--- config.mk ---
export PLATFORM = sky130hd
export DESIGN_NAME = gregorian_date_add_days_core_flat
export DESIGN_NICKNAME = d
export VERILOG_FILES = /design/src/hdl/gda_pkg.sv /design/src/hdl/gda_in_if.sv /design/src/hdl/gda_out_if.sv /design/src/hdl/gregorian_date_add_days_core.sv /design/src/hdl/gda_useq.sv /design/src/hdl/gda_datapath.sv /design/src/flat_wrapper.sv
export SDC_FILE = /design/constraint.sdc
export NUM_CORES = 1
export LEC_CHECK = 0
export BUFFER_PORTS_ARGS = -buffer_cell sky130_fd_sc_hd__buf_2
export CORE_MARGIN = 10
export CORE_UTILIZATION = 50
export DETAILED_ROUTE_END_ITERATION = 7
export PLACE_DENSITY = 0.7
export SYNTH_ARGS = -nofsm -noshare
export SYNTH_HDL_FRONTEND = slang
export SYNTH_SLANG_ARGS = --single-unit
--- constraint.sdc ---
create_clock -name i_clk -period 4.7 [get_ports i_clk]
set_clock_uncertainty 0.1 [all_clocks]
set_input_delay 0.705 -clock i_clk [delete_from_list [all_inputs] [get_ports i_clk]]
set_output_delay 0.705 -clock i_clk [all_outputs]
set_load 0.01 [all_outputs]
--- src/hdl/gda_pkg.sv ---
// ============================================================================
// gda_pkg: shared types, constants and functions of the date adder
// Field widths, the microcode step codes, the control word layout and the
// calendar helpers used by the datapath, and the sequencer's program store.
// ============================================================================
package gda_pkg;

    // Field widths of the request and the result.
    localparam int YEAR_W       = 14;
    localparam int MON_W        = 4;
    localparam int DAY_W        = 5;
    localparam int LEN_W        = 5;
    localparam int ADD_BITS_DEF = 16;

    // Month codes that the calendar rules single out.
    localparam logic [MON_W-1:0] MON_JAN = 4'd1;
    localparam logic [MON_W-1:0] MON_FEB = 4'd2;
    localparam logic [MON_W-1:0] MON_APR = 4'd4;
    localparam logic [MON_W-1:0] MON_JUN = 4'd6;
    localparam logic [MON_W-1:0] MON_SEP = 4'd9;
    localparam logic [MON_W-1:0] MON_NOV = 4'd11;
    localparam logic [MON_W-1:0] MON_DEC = 4'd12;

    // Month lengths.
    localparam logic [LEN_W-1:0] LEN_28 = 5'd28;
    localparam logic [LEN_W-1:0] LEN_29 = 5'd29;
    localparam logic [LEN_W-1:0] LEN_30 = 5'd30;
    localparam logic [LEN_W-1:0] LEN_31 = 5'd31;

    // Divisibility by 25 on a 14-bit year: multiply by the inverse of 25
    // modulo 2^14 and compare against (2^14 - 1) / 25.
    localparam logic [YEAR_W-1:0] INV25     = 14'd7209;
    localparam logic [YEAR_W-1:0] DIV25_LIM = 14'd655;

    // Microcode step addresses.
    localparam int STEP_W = 3;
    typedef logic [STEP_W-1:0] t_step;
    localparam t_step ST_IDLE  = 3'd0;
    localparam t_step ST_LEAP  = 3'd1;
    localparam t_step ST_DOY   = 3'd2;
    localparam t_step ST_ADD   = 3'd3;
    localparam t_step ST_WALK  = 3'd4;
    localparam t_step ST_NEWYR = 3'd5;
    localparam t_step ST_DONE  = 3'd6;

    // Branch conditions that a control word can test.
    typedef enum logic [2:0] {
        C_ALWAYS,
        C_IN_VALID,
        C_DOY_MORE,
        C_WALK_OVER,
        C_OUT_FREE
    } t_cond;

    // Datapath operations, executed when the tested condition holds.
    typedef enum logic [2:0] {
        OP_NONE,
        OP_LOAD,
        OP_LEAP,
        OP_DOY,
        OP_ADD,
        OP_WALK,
        OP_OUT
    } t_op;

    // One control word of the program.
    typedef struct packed {
        t_op   op;
        t_cond cond;
        logic  rdy;
        logic  wrap_en;
        t_step jmp_t;
        t_step jmp_f;
        t_step jmp_y;
    } t_uword;

    // Decoded strobes from the sequencer to the datapath.
    typedef struct packed {
        logic in_ready;
        logic load;
        logic leap_upd;
        logic doy_step;
        logic add_days;
        logic walk_step;
        logic out_load;
    } t_ctl;

    // Status flags from the datapath back to the sequencer.
    typedef struct packed {
        logic in_valid;
        logic doy_more;
        logic walk_over;
        logic year_end;
        logic out_free;
    } t_stat;

    // Gregorian leap rule: divisible by 4, and not by 100 unless by 400.
    function automatic logic f_is_leap(input logic [YEAR_W-1:0] year);
        logic [YEAR_W-1:0] prod;
        logic              div25;
        prod  = year * INV25;
        div25 = (prod <= DIV25_LIM);
        return (year[1:0] == 2'd0) && (!div25 || (year[3:0] == 4'd0));
    endfunction

    // Length of a month; codes past December count as 31 days.
    function automatic logic [LEN_W-1:0] f_month_len(input logic [MON_W-1:0] mon,
                                                     input logic leap);
        logic [LEN_W-1:0] len;
        case (mon) inside
            MON_FEB:                          len = leap ? LEN_29 : LEN_28;
            MON_APR, MON_JUN, MON_SEP, MON_NOV: len = LEN_30;
            default:                          len = LEN_31;
        endcase
        return len;
    endfunction

    // Program store of the sequencer.
    function automatic t_uword f_ucode(input t_step step);
        t_uword w;
        w = '{op: OP_NONE, cond: C_ALWAYS, rdy: 1'b0, wrap_en: 1'b0,
              jmp_t: ST_IDLE, jmp_f: ST_IDLE, jmp_y: ST_IDLE};
        unique case (step)
            ST_IDLE: begin
                w.op = OP_LOAD;  w.cond = C_IN_VALID; w.rdy = 1'b1;
                w.jmp_t = ST_LEAP; w.jmp_f = ST_IDLE;
            end
            ST_LEAP: begin
                w.op = OP_LEAP;  w.jmp_t = ST_DOY;
            end
            ST_DOY: begin
                w.op = OP_DOY;   w.cond = C_DOY_MORE;
                w.jmp_t = ST_DOY;  w.jmp_f = ST_ADD;
            end
            ST_ADD: begin
                w.op = OP_ADD;   w.jmp_t = ST_WALK;
            end
            ST_WALK: begin
                w.op = OP_WALK;  w.cond = C_WALK_OVER; w.wrap_en = 1'b1;
                w.jmp_t = ST_WALK; w.jmp_f = ST_DONE; w.jmp_y = ST_NEWYR;
            end
            ST_NEWYR: begin
                w.op = OP_LEAP;  w.jmp_t = ST_WALK;
            end
            ST_DONE: begin
                w.op = OP_OUT;   w.cond = C_OUT_FREE;
                w.jmp_t = ST_IDLE; w.jmp_f = ST_DONE;
            end
            default: begin
                w.jmp_t = ST_IDLE;
            end
        endcase
        return w;
    endfunction

endpackage

--- src/hdl/gda_in_if.sv ---
// ============================================================================
// gda_in_if: request channel of the date adder
// Valid/ready handshake carrying the starting date and the days to add.
// ============================================================================
interface gda_in_if #(
    parameter int ADD_BITS = gda_pkg::ADD_BITS_DEF
);
    import gda_pkg::*;

    logic                valid;
    logic                ready;
    logic [YEAR_W-1:0]   start_year;
    logic [MON_W-1:0]    start_month;
    logic [DAY_W-1:0]    start_day;
    logic [ADD_BITS-1:0] days_to_add;

    modport source (
        output valid, start_year, start_month, start_day, days_to_add,
        input  ready
    );

    modport sink (
        input  valid, start_year, start_month, start_day, days_to_add,
        output ready
    );
endinterface

--- src/hdl/gda_out_if.sv ---
// ============================================================================
// gda_out_if: result channel of the date adder
// Valid/ready handshake carrying the resulting date.
// ============================================================================
interface gda_out_if;
    import gda_pkg::*;

    logic              valid;
    logic              ready;
    logic [YEAR_W-1:0] result_year;
    logic [MON_W-1:0]  result_month;
    logic [DAY_W-1:0]  result_day;

    modport source (
        output valid, result_year, result_month, result_day,
        input  ready
    );

    modport sink (
        input  valid, result_year, result_month, result_day,
        output ready
    );
endinterface

--- src/hdl/gregorian_date_add_days_core.sv ---
// ============================================================================
// gregorian_date_add_days_core: adds a count of days to a Gregorian date
// Top level: request and result channels around the sequencer and datapath.
// ============================================================================
// The block takes one request at a time and gives one result for it. A small
// microcoded sequencer drives the datapath one operation per cycle unless it
// waits on a handshake: it loads the request, sums the lengths of the months
// before the start month, adds the days, then walks forward one month per
// cycle, with a leap update step after each year crossed, until the remainder
// fits in the current month. The month walk of the single remainder subtractor
// sets the run time of a request. The result sits in an output register, so a
// new request is taken while the previous result waits.
module gregorian_date_add_days_core #(
    parameter int ADD_BITS = gda_pkg::ADD_BITS_DEF
) (
    input  logic       i_clk,
    input  logic       i_rst_n,
    gda_in_if.sink     i_req,
    gda_out_if.source  o_res
);
    import gda_pkg::*;

    t_ctl  w_ctl;
    t_stat w_stat;

    // Request handshake is opened by the sequencer's idle step.
    assign i_req.ready = w_ctl.in_ready;

    gda_useq u_useq (
        .i_clk   (i_clk),
        .i_rst_n (i_rst_n),
        .i_stat  (w_stat),
        .o_ctl   (w_ctl)
    );

    gda_datapath #(
        .ADD_BITS (ADD_BITS)
    ) u_datapath (
        .i_clk          (i_clk),
        .i_rst_n        (i_rst_n),
        .i_ctl          (w_ctl),
        .o_stat         (w_stat),
        .i_in_valid     (i_req.valid),
        .i_start_year   (i_req.start_year),
        .i_start_month  (i_req.start_month),
        .i_start_day    (i_req.start_day),
        .i_days_to_add  (i_req.days_to_add),
        .i_out_ready    (o_res.ready),
        .o_out_valid    (o_res.valid),
        .o_result_year  (o_res.result_year),
        .o_result_month (o_res.result_month),
        .o_result_day   (o_res.result_day)
    );

endmodule

--- src/hdl/gda_useq.sv ---
// ============================================================================
// gda_useq: microcode sequencer of the date adder
// Step counter, program store lookup, condition test and strobe decode.
// ============================================================================
module gda_useq (
    input  logic          i_clk,
    input  logic          i_rst_n,
    input  gda_pkg::t_stat i_stat,
    output gda_pkg::t_ctl  o_ctl
);
    import gda_pkg::*;

    t_step  r_step;
    t_step  n_step;
    t_uword w_word;
    logic   w_cond_true;

    // Fetch the control word of the current step.
    assign w_word = f_ucode(r_step);

    // Evaluate the branch condition selected by the word.
    always_comb begin
        unique case (w_word.cond)
            C_ALWAYS:    w_cond_true = 1'b1;
            C_IN_VALID:  w_cond_true = i_stat.in_valid;
            C_DOY_MORE:  w_cond_true = i_stat.doy_more;
            C_WALK_OVER: w_cond_true = i_stat.walk_over;
            C_OUT_FREE:  w_cond_true = i_stat.out_free;
            default:     w_cond_true = 1'b0;
        endcase
    end

    // Next step: taken, year-wrap or fall-through target.
    always_comb begin
        if (!w_cond_true) begin
            n_step = w_word.jmp_f;
        end else if (w_word.wrap_en && i_stat.year_end) begin
            n_step = w_word.jmp_y;
        end else begin
            n_step = w_word.jmp_t;
        end
    end

    always_ff @(posedge i_clk) begin
        if (!i_rst_n) begin
            r_step <= ST_IDLE;
        end else begin
            r_step <= n_step;
        end
    end

    // Decode the operation into datapath strobes, gated by the condition.
    always_comb begin
        o_ctl          = '0;
        o_ctl.in_ready = w_word.rdy;
        unique case (w_word.op)
            OP_NONE: ;
            OP_LOAD: o_ctl.load      = w_cond_true;
            OP_LEAP: o_ctl.leap_upd  = w_cond_true;
            OP_DOY:  o_ctl.doy_step  = w_cond_true;
            OP_ADD:  o_ctl.add_days  = w_cond_true;
            OP_WALK: o_ctl.walk_step = w_cond_true;
            OP_OUT:  o_ctl.out_load  = w_cond_true;
            default: ;
        endcase
    end

endmodule

--- src/hdl/gda_datapath.sv ---
// ============================================================================
// gda_datapath: working registers and result register of the date adder
// Holds year, month counter, day remainder and leap flag, and applies the
// strobes from the sequencer one operation per cycle.
// ============================================================================
module gda_datapath #(
    parameter int ADD_BITS = gda_pkg::ADD_BITS_DEF
) (
    input  logic                      i_clk,
    input  logic                      i_rst_n,
    input  gda_pkg::t_ctl             i_ctl,
    output gda_pkg::t_stat            o_stat,
    input  logic                      i_in_valid,
    input  logic [gda_pkg::YEAR_W-1:0] i_start_year,
    input  logic [gda_pkg::MON_W-1:0]  i_start_month,
    input  logic [gda_pkg::DAY_W-1:0]  i_start_day,
    input  logic [ADD_BITS-1:0]        i_days_to_add,
    input  logic                      i_out_ready,
    output logic                      o_out_valid,
    output logic [gda_pkg::YEAR_W-1:0] o_result_year,
    output logic [gda_pkg::MON_W-1:0]  o_result_month,
    output logic [gda_pkg::DAY_W-1:0]  o_result_day
);
    import gda_pkg::*;

    // Day of year plus the addend stays below 2^(ADD_BITS+2).
    localparam int REM_W = ADD_BITS + 2;

    logic [YEAR_W-1:0]   r_year,  n_year;
    logic [MON_W-1:0]    r_smon,  n_smon;
    logic [MON_W-1:0]    r_mon,   n_mon;
    logic [REM_W-1:0]    r_rem,   n_rem;
    logic [ADD_BITS-1:0] r_add,   n_add;
    logic                r_leap,  n_leap;
    logic [YEAR_W-1:0]   r_oyear;
    logic [MON_W-1:0]    r_omon;
    logic [DAY_W-1:0]    r_oday;
    logic                r_ovalid, n_ovalid;
    logic [LEN_W-1:0]    w_len;
    logic [REM_W-1:0]    w_len_ext;

    // Length of the month under the counter, for the current year.
    assign w_len     = f_month_len(r_mon, r_leap);
    assign w_len_ext = REM_W'(w_len);

    // Status back to the sequencer.
    always_comb begin
        o_stat.in_valid  = i_in_valid;
        o_stat.doy_more  = (r_mon < r_smon);
        o_stat.walk_over = (r_rem > w_len_ext);
        o_stat.year_end  = (r_mon == MON_DEC);
        o_stat.out_free  = !r_ovalid || i_out_ready;
    end

    // Next values of the working registers.
    always_comb begin
        n_year = r_year;
        n_smon = r_smon;
        n_mon  = r_mon;
        n_rem  = r_rem;
        n_add  = r_add;
        n_leap = r_leap;
        if (i_ctl.load) begin
            n_year = i_start_year;
            n_smon = i_start_month;
            n_mon  = MON_JAN;
            n_rem  = REM_W'(i_start_day);
            n_add  = i_days_to_add;
        end
        if (i_ctl.leap_upd) begin
            n_leap = f_is_leap(r_year);
        end
        if (i_ctl.doy_step) begin
            n_rem = r_rem + w_len_ext;
            n_mon = r_mon + 1'b1;
        end
        if (i_ctl.add_days) begin
            n_rem = r_rem + REM_W'(r_add);
            n_mon = MON_JAN;
        end
        if (i_ctl.walk_step) begin
            n_rem = r_rem - w_len_ext;
            if (r_mon == MON_DEC) begin
                n_mon  = MON_JAN;
                n_year = r_year + 1'b1;
            end else begin
                n_mon  = r_mon + 1'b1;
            end
        end
    end

    always_ff @(posedge i_clk) begin
        r_year <= n_year;
        r_smon <= n_smon;
        r_mon  <= n_mon;
        r_rem  <= n_rem;
        r_add  <= n_add;
        r_leap <= n_leap;
    end

    // Result register: filled when the walk ends, freed when taken.
    always_comb begin
        n_ovalid = r_ovalid;
        if (i_ctl.out_load) begin
            n_ovalid = 1'b1;
        end else if (i_out_ready) begin
            n_ovalid = 1'b0;
        end
    end

    always_ff @(posedge i_clk) begin
        if (!i_rst_n) begin
            r_ovalid <= 1'b0;
        end else begin
            r_ovalid <= n_ovalid;
        end
    end

    always_ff @(posedge i_clk) begin
        if (i_ctl.out_load) begin
            r_oyear <= r_year;
            r_omon  <= r_mon;
            r_oday  <= r_rem[DAY_W-1:0];
        end
    end

    assign o_out_valid    = r_ovalid;
    assign o_result_year  = r_oyear;
    assign o_result_month = r_omon;
    assign o_result_day   = r_oday;

endmodule

--- src/flat_wrapper.sv ---
// flat-port wrapper written by rule: the top's interface ports become plain ports
module gregorian_date_add_days_core_flat import gda_pkg::*;
#(
    parameter int ADD_BITS = gda_pkg::ADD_BITS_DEF
)
  (i_clk, i_rst_n, i_req_valid, i_req_start_year, i_req_start_month, i_req_start_day, i_req_days_to_add, i_req_ready, o_res_valid, o_res_result_year, o_res_result_month, o_res_result_day, o_res_ready);
  gda_in_if #(.ADD_BITS(ADD_BITS)) i_req_i ();
  gda_out_if o_res_i ();
  input  logic i_clk;
  input  logic i_rst_n;
  input wire logic [$bits(i_req_i.valid)-1:0] i_req_valid;
  input wire logic [$bits(i_req_i.start_year)-1:0] i_req_start_year;
  input wire logic [$bits(i_req_i.start_month)-1:0] i_req_start_month;
  input wire logic [$bits(i_req_i.start_day)-1:0] i_req_start_day;
  input wire logic [$bits(i_req_i.days_to_add)-1:0] i_req_days_to_add;
  output wire logic [$bits(i_req_i.ready)-1:0] i_req_ready;
  output wire logic [$bits(o_res_i.valid)-1:0] o_res_valid;
  output wire logic [$bits(o_res_i.result_year)-1:0] o_res_result_year;
  output wire logic [$bits(o_res_i.result_month)-1:0] o_res_result_month;
  output wire logic [$bits(o_res_i.result_day)-1:0] o_res_result_day;
  input wire logic [$bits(o_res_i.ready)-1:0] o_res_ready;
  assign i_req_i.valid = i_req_valid;
  assign i_req_i.start_year = i_req_start_year;
  assign i_req_i.start_month = i_req_start_month;
  assign i_req_i.start_day = i_req_start_day;
  assign i_req_i.days_to_add = i_req_days_to_add;
  assign i_req_ready = i_req_i.ready;
  assign o_res_valid = o_res_i.valid;
  assign o_res_result_year = o_res_i.result_year;
  assign o_res_result_month = o_res_i.result_month;
  assign o_res_result_day = o_res_i.result_day;
  assign o_res_i.ready = o_res_ready;
  gregorian_date_add_days_core #(.ADD_BITS(ADD_BITS)) u_core (.i_clk(i_clk), .i_rst_n(i_rst_n), .i_req(i_req_i), .o_res(o_res_i));
endmodule
==> impl_metrics.csv, run 1 <==
group,metric,value,unit
clock_network,cts_root_buf,"clkbuf_16",
synth,netlist_area,6232,sq um
route,drt_iter0_drc,363,
power_and_ir_drop,leakagePower,2.861,nW
route,dr.pass1.iters,5,
worst_hold_path,min_from,"u_core.u_datapath.r_year[11]",
cells_and_area,area_growth_syn_to_layout,12.47,%
critical_path,crit_type,"flip-flop to flip-flop",
power_and_ir_drop,power,5.475,mW
timing,final_max_slew_viol_count,0,
die,rows,40,
route,drc_errors,0,
route,wl_per_cell,17.99,um
critical_path,r2r_start,"u_core.u_datapath.r_year[2]",
critical_path,worstSetupEndpointType,"flip-flop",
clock_network,cts_resized,0,
outcome,outcome,"finished, final reports clean",
worst_hold_path,hp-class,"flip-flop to flip-flop",
critical_path,reg2regPathDepth,13,
synth,synth_seq_cells,84,
synth,synth_top_cell_area_share,31.80,%
worst_hold_path,hold_path_depth,0,
die,dieWidth,131.6,um
clock_network,cts_sinks,84,
global_route,first_global_vias,5124,
synth,yosysTopAreaCell,"edfxtp_1",
synth,postSynthAreaPerCell,9.738,sq um
power_and_ir_drop,comb_power_share,62.6,%
global_route,grt_pass1_wl,25860,um
die,die_area,17330,sq um
cells_and_area,drive_above_1_share,14.94,%
critical_path,crit_fanout,9,
route,via_per_inst,5.949,
place,place_hpwl,11390,um
cells_and_area,diodes,0,
timing,setup_viol,0,
clock_network,post_cts.repair.setup_buffers,0,
clock_network,htree_levels,3,
critical_path,cp_data_required_time,4.71,ns
critical_path,rr_endpoint,"u_core.u_datapath.r_leap",
critical_path,startpoint_type,"flip-flop",
critical_path,cp.arrival,4.20,ns
cells_and_area,multi_input_area,3537,sq um
place,dp_slack,0.5495,ns
synth,synth_edf_count,66,
route,wirelength,15670,um
route,antenna_left,0,
timing,rsz0062_at_grt,"no",
power_and_ir_drop,p_int,2.968,mW
flow_run,drv_cap,0,
synth,ys.flop_type,"edfxtp_1",
clock_network,cts_hold_buf,0,
clock_network,cts_buffer_depth,2,
power_and_ir_drop,p_per_area,781.1,nW/um^2
power_and_ir_drop,p_clk_share,13.6,%
worst_hold_path,whs_endpoint,"u_core.u_datapath.o_result_year[11]",
critical_path,regToRegSetupSlack,0.51,ns
power_and_ir_drop,p_sw,2.507,mW
timing,setup_ws,0.5104,ns
clock_network,cts_tree,"built",
critical_path,crit_start,"u_core.u_datapath.r_year[2]",
cells_and_area,mostFrequentLayoutCells,"67 x ha_1, 67 x buf_2, 66 x edfxtp_1, 60 x inv_1, 60 x nor2_1",
cells_and_area,n_fill_cell,1097,
place,place_congestion,0.9137,
timing,fin_crit_sh,89.14,%
die,core_area,12110,sq um
global_route,grt_overflow,0,
timing,finalCriticalPeriod,4.190,ns
timing,tightest_slew,1.078,ns
power_and_ir_drop,power_frac_seq,23.7,%
clock_network,path_clk_slew,0.06,ns
timing,relSlewSlack,28.12,%
global_route,track_usage,18.09,%
synth,synthTopCellsByArea,"edfxtp_1 32%, ha_1 13%, dfxtp_1 5.8%",
clock_network,numCtsBuffers,9,
power_and_ir_drop,swShare,45.79,%
cells_and_area,fin_nets,822,
synth,synth_cell_type_count,72,
cells_and_area,regArea,2342,sq um
die,ios,68,
synth,syn_nets,764,
timing,max_freq,0.2387,GHz
synth,yosysWarnings,0,
route,via_count,5182,
die,die_y,131.6,um
global_route,antenna_found_initial,1,
synth,async_reset_ff_share,0,%
power_and_ir_drop,max-vdd-ir-drop,0.0005600,V
clock_network,worstSkewPairLatency,0.35,ns
synth,syn_inst,640,
synth,seq_area_frac_synth,37.58,%
timing,tns,0,ns
timing,final-hold-violation-count,0,
place,io_buffers,67,
die,start_util,51.46,%
timing,whs,0.3851,ns
global_route,grt_max_degree,26,
layer usage:
layer	share of wire, %	wire [um]	GRT usage [%]	vias up
met5	0.070	11	0	-
met4	2.1	326	6.489	2
met3	8.1	1274	5.907	39
met2	45	7086	28.02	235
met1	44	6974	23.07	2432
li1	-	-	-	2474
cells in the mapped netlist, drive strengths merged, types with 9 or more instances:
| library cell | n |
|---|---|
| o22ai | 11 |
| xor2 | 9 |
| a21oi | 43 |
| buf | 11 |
| xnor2 | 24 |
| dfxtp | 18 |
| clkbuf | 15 |
| nand2 | 37 |
| nor2 | 61 |
| inv | 60 |
| nand4 | 10 |
| o21ai | 33 |
| nor3 | 12 |
| ha | 67 |
| nand3 | 14 |
| fa | 14 |
| edfxtp | 66 |
stage by stage:
stage / utilization [%] / area, sq um / instances
after floorplan: - / 6232 / 640
after global placement: 55.28 / 6695 / 855
after detailed placement: 55.28 / 6695 / 855
after CTS: 57.87 / 7009 / 871
after global routing: 57.87 / 7009 / 871
final: 57.87 / 7009 / 871
cells by family (layout without fill, tap and decap cells):
group                    count (synthesis)  in the layout  share of synthesized area [%]
AO/OA/AOI/OAI                          177            177                          19.57
AND/OR/NAND/NOR                        177            177                          14.21
buffers and inverters                   86            149                          5.701
flip-flops                              84             84                          37.58
adder cells (fa/ha/maj)                 81             81                          17.95
XOR/XNOR                                33             33                          4.638
multiplexers                             2              2                         0.3413
power groups by stage:
| stage | clock, mW | sequential (mW) | combinational [mW] |
|---|---|---|---|
| detailed placement | 0 | 1.30 | 3.38 |
| floorplan | 0 | 1.17 | 2.78 |
| finish | 0.745 | 1.30 | 3.43 |
| global placement | 0 | 1.29 | 3.22 |
| CTS | 0.757 | 1.29 | 3.41 |
| global route | 0.794 | 1.33 | 3.88 |
state kept, by name, indices dropped and copies added, names as in the netlist:
signal	cells
u_core.u_datapath.r_rem	18
u_core.u_datapath.r_add	16
u_core.u_datapath.o_result_year	14
u_core.u_datapath.r_year	14
u_core.u_datapath.o_result_day	5
u_core.u_datapath.o_result_month	4
u_core.u_datapath.r_mon	4
u_core.u_datapath.r_smon	4
u_core.u_useq.r_step	3
u_core.u_datapath.o_out_valid	1
u_core.u_datapath.r_leap	1
area by class of cell:
class	instances	share of cell area, %
multi-input combinational	470	50.46
clock buffer	16	4.481
inverter	60	3.213
sequential	84	33.42
timing repair buffer	73	5.427
tap	168	2.999
how the worst max path moves through the flow:
stage,to,slack (ns),cells past startpoint
2_1_floorplan,u_core.u_datapath.r_leap,0.76,13
3_3_place_gp,u_core.u_datapath.r_leap,0.60,13
3_5_place_dp,u_core.u_datapath.r_leap,0.55,13
4_1_cts,u_core.u_datapath.r_leap,0.52,13
5_1_grt,u_core.u_datapath.r_leap,0.35,13
6_report,u_core.u_datapath.r_leap,0.51,13
worst max-delay path: stages (launching register included):
cell and delay (ns):
dfxtp_1 0.53, fa_1 0.49, ha_1 0.29, ha_1 0.27, inv_1 0.05, fa_1 0.50
fa_1 0.54, inv_1 0.04, ha_1 0.34, a21oi_1 0.15, nor2_1 0.06, a211oi_1 0.19
o21ai_0 0.11, o31a_1 0.28
(Power assumes the default switching activity.)
==> inputs of run 2 (changes only) <==
RECOVER_POWER = 100   (was unset)
==> run 2 against run 1 <==
- count of clock-buffer cells in the layout is the same
- maximum frequency is 0.18% higher
- final cell count is the same
- sequential share of layout area is 0.28 points higher
- critical path depth unchanged
- critical endpoint unchanged
- register-to-register slack barely moved
==> impl_metrics.csv, run 2 (same netlist as run 1, synthesis figures left out) <==
group,metric,value,unit
cells_and_area,area_growth_syn_to_layout,11.52,%
clock_network,cts_hold_buf,0,
clock_network,numCtsBuffers,9,
die,start_util,51.46,%
die,rows,40,
cells_and_area,regArea,2342,sq um
die,die_y,131.6,um
global_route,first_global_vias,5124,
power_and_ir_drop,p_int,2.965,mW
timing,fin_crit_sh,88.98,%
clock_network,cts_sinks,84,
route,met1_length,7022,um
global_route,track_usage,18.09,%
critical_path,crit_end,"u_core.u_datapath.r_leap",
clock_network,post_cts.repair.setup_buffers,0,
critical_path,crit_chain,"fa_1 > ha_1 > ha_1 > inv_1 > fa_1 > fa_1 > inv_1 > ha_1 > a21oi_1 > nor2_1 > a211oi_1 > o21ai_0 > o31a_1",
route,antenna_left,0,
route,dr_wl_met3,1150,um
cells_and_area,mostFrequentLayoutCells,"67 x ha_1, 66 x edfxtp_1, 61 x nor2_1, 60 x inv_1, 42 x a21oi_1",
global_route,antenna_found_initial,1,
critical_path,crit_start,"u_core.u_datapath.r_year[2]",
die,die_area,17330,sq um
global_route,grt_pass1_wl,25860,um
clock_network,cts_resized,0,
critical_path,crit_type,"flip-flop to flip-flop",
route,via_per_inst,5.914,
global_route,grt_overflow,0,
timing,max_freq,0.2391,GHz
route,wl_met2,7171,um
cells_and_area,top_regs,"u_core.u_datapath.r_rem (18), u_core.u_datapath.r_add (16)",
critical_path,cp_data_required_time,4.71,ns
flow_run,drv_cap,0,
cells_and_area,multi_input_area,3521,sq um
critical_path,r2r_start,"u_core.u_datapath.r_year[2]",
timing,rsz0062_at_grt,"no",
power_and_ir_drop,power_frac_seq,23.8,%
clock_network,cts_buffer_depth,2,
critical_path,regToRegSetupSlack,0.52,ns
route,dr.pass1.iters,5,
critical_path,reg2regPathDepth,13,
outcome,outcome,"finished, final reports clean",
place,place_hpwl,11390,um
die,dieWidth,131.6,um
critical_path,crit_fanout,9,
place,dpl.cell_count,855,
cells_and_area,final_util,57.39,%
power_and_ir_drop,comb_power_share,62.5,%
power_and_ir_drop,p_sw,2.491,mW
worst_hold_path,hp-class,"flip-flop to flip-flop",
timing,tightest_slew,1.228,ns
die,ios,68,
route,via_count,5151,
critical_path,slowest_stage,"fa_1",
die,core_area,12110,sq um
route,wirelength,15650,um
timing,final-hold-violation-count,0,
power_and_ir_drop,p_per_area,785.1,nW/um^2
global_route,grt_max_degree,26,
cells_and_area,top_register,"u_core.u_datapath.r_rem",
place,place_congestion,0.9137,
route,wl_per_cell,17.97,um
clock_network,htree_levels,3,
route,drt_iter0_drc,369,
critical_path,rr_endpoint,"u_core.u_datapath.r_leap",
timing,finalCriticalPeriod,4.182,ns
cells_and_area,diodes,0,
clock_network,worstSkewPairLatency,0.35,ns
place,io_buffers,67,
power_and_ir_drop,leakagePower,2.778,nW
critical_path,cp.arrival,4.19,ns
clock_network,path_clk_slew,0.06,ns
timing,setup_viol,0,
timing,final_max_slew_viol_count,0,
cells_and_area,drive_above_1_share,10.53,%
critical_path,critical_path.max_stage_delay,0.54,ns
route,drc_errors,0,
route,top_layer_used,"met5",
cells_and_area,final_common_cell,"ha_1",
cells_and_area,layout.cells.non_filler,871,
clock_network,cts_root_buf,"clkbuf_16",
clock_network,cts_tree,"built",
power_and_ir_drop,swShare,45.66,%
cells_and_area,n_fill_cell,1110,
timing,relSlewSlack,17.65,%
cells_and_area,largest_reg_flops,18,
power_and_ir_drop,p_clk_share,13.7,%
critical_path,worstSetupEndpointType,"flip-flop",
critical_path,startpoint_type,"flip-flop",
timing,tns,0,ns
power_and_ir_drop,max-vdd-ir-drop,0.0005608,V
cells_and_area,fin_nets,822,
==> run 2: layout make-up <==
type	instances	share of cell area (%)
timing repair buffer	73	4.860
clock buffer	16	4.518
inverter	60	3.240
multi-input combinational	470	50.66
tap	168	3.024
sequential	84	33.70
==> run 2: how the worst min path moves through the flow <==
stage | from | to | cells after the start
2_1_floorplan | u_core.u_datapath.r_year[11] | u_core.u_datapath.o_result_year[11] | 0
3_3_place_gp | u_core.u_datapath.r_year[11] | u_core.u_datapath.o_result_year[11] | 0
3_5_place_dp | u_core.u_datapath.r_year[11] | u_core.u_datapath.o_result_year[11] | 0
4_1_cts | u_core.u_datapath.r_year[11] | u_core.u_datapath.o_result_year[11] | 0
5_1_grt | i_req_days_to_add[6] | u_core.u_datapath.r_add[6] | 1
6_report | u_core.u_datapath.r_year[11] | u_core.u_datapath.o_result_year[11] | 0
==> run 2: through the flow <==
stage                     instance area [sq um]  total power, mW  hold WS (ns)  setup slack (ns)
after floorplan                            6232            3.946        0.3342            0.7550
after global placement                     6695            4.513        0.3813            0.6000
after detailed placement                   6695            4.686        0.3599            0.5495
after CTS                                  7009            5.455        0.3883            0.5237
after global routing                       6950            5.999        0.4094            0.2780
final                                      6950            5.457        0.3848            0.5180
==> run 2: worst max-delay path: cells and delay by family, from the launching register on <==
family                     cells  cell delay (ns)
DFF                            1             0.53
and+or+nand+nor                1             0.06
buffers and inverters          2             0.09
adders and majority gates      6             2.43
AOI/OAI and AO/OA              4             0.72
==> run 2: layer usage <==
layer	global-route usage, %	vias up
li1	-	2471
met1	23.07	2441
met2	28.02	206
met3	5.907	31
met4	6.489	2
met5	0	-
==> run 2: power groups by stage <==
stage / clock [mW] / combinational, mW / sequential (mW)
after detailed placement: 0 / 3.38 / 1.30
after global routing: 0.794 / 3.88 / 1.33
after floorplan: 0 / 2.78 / 1.17
final: 0.745 / 3.41 / 1.30
after global placement: 0 / 3.22 / 1.29
after CTS: 0.757 / 3.41 / 1.29
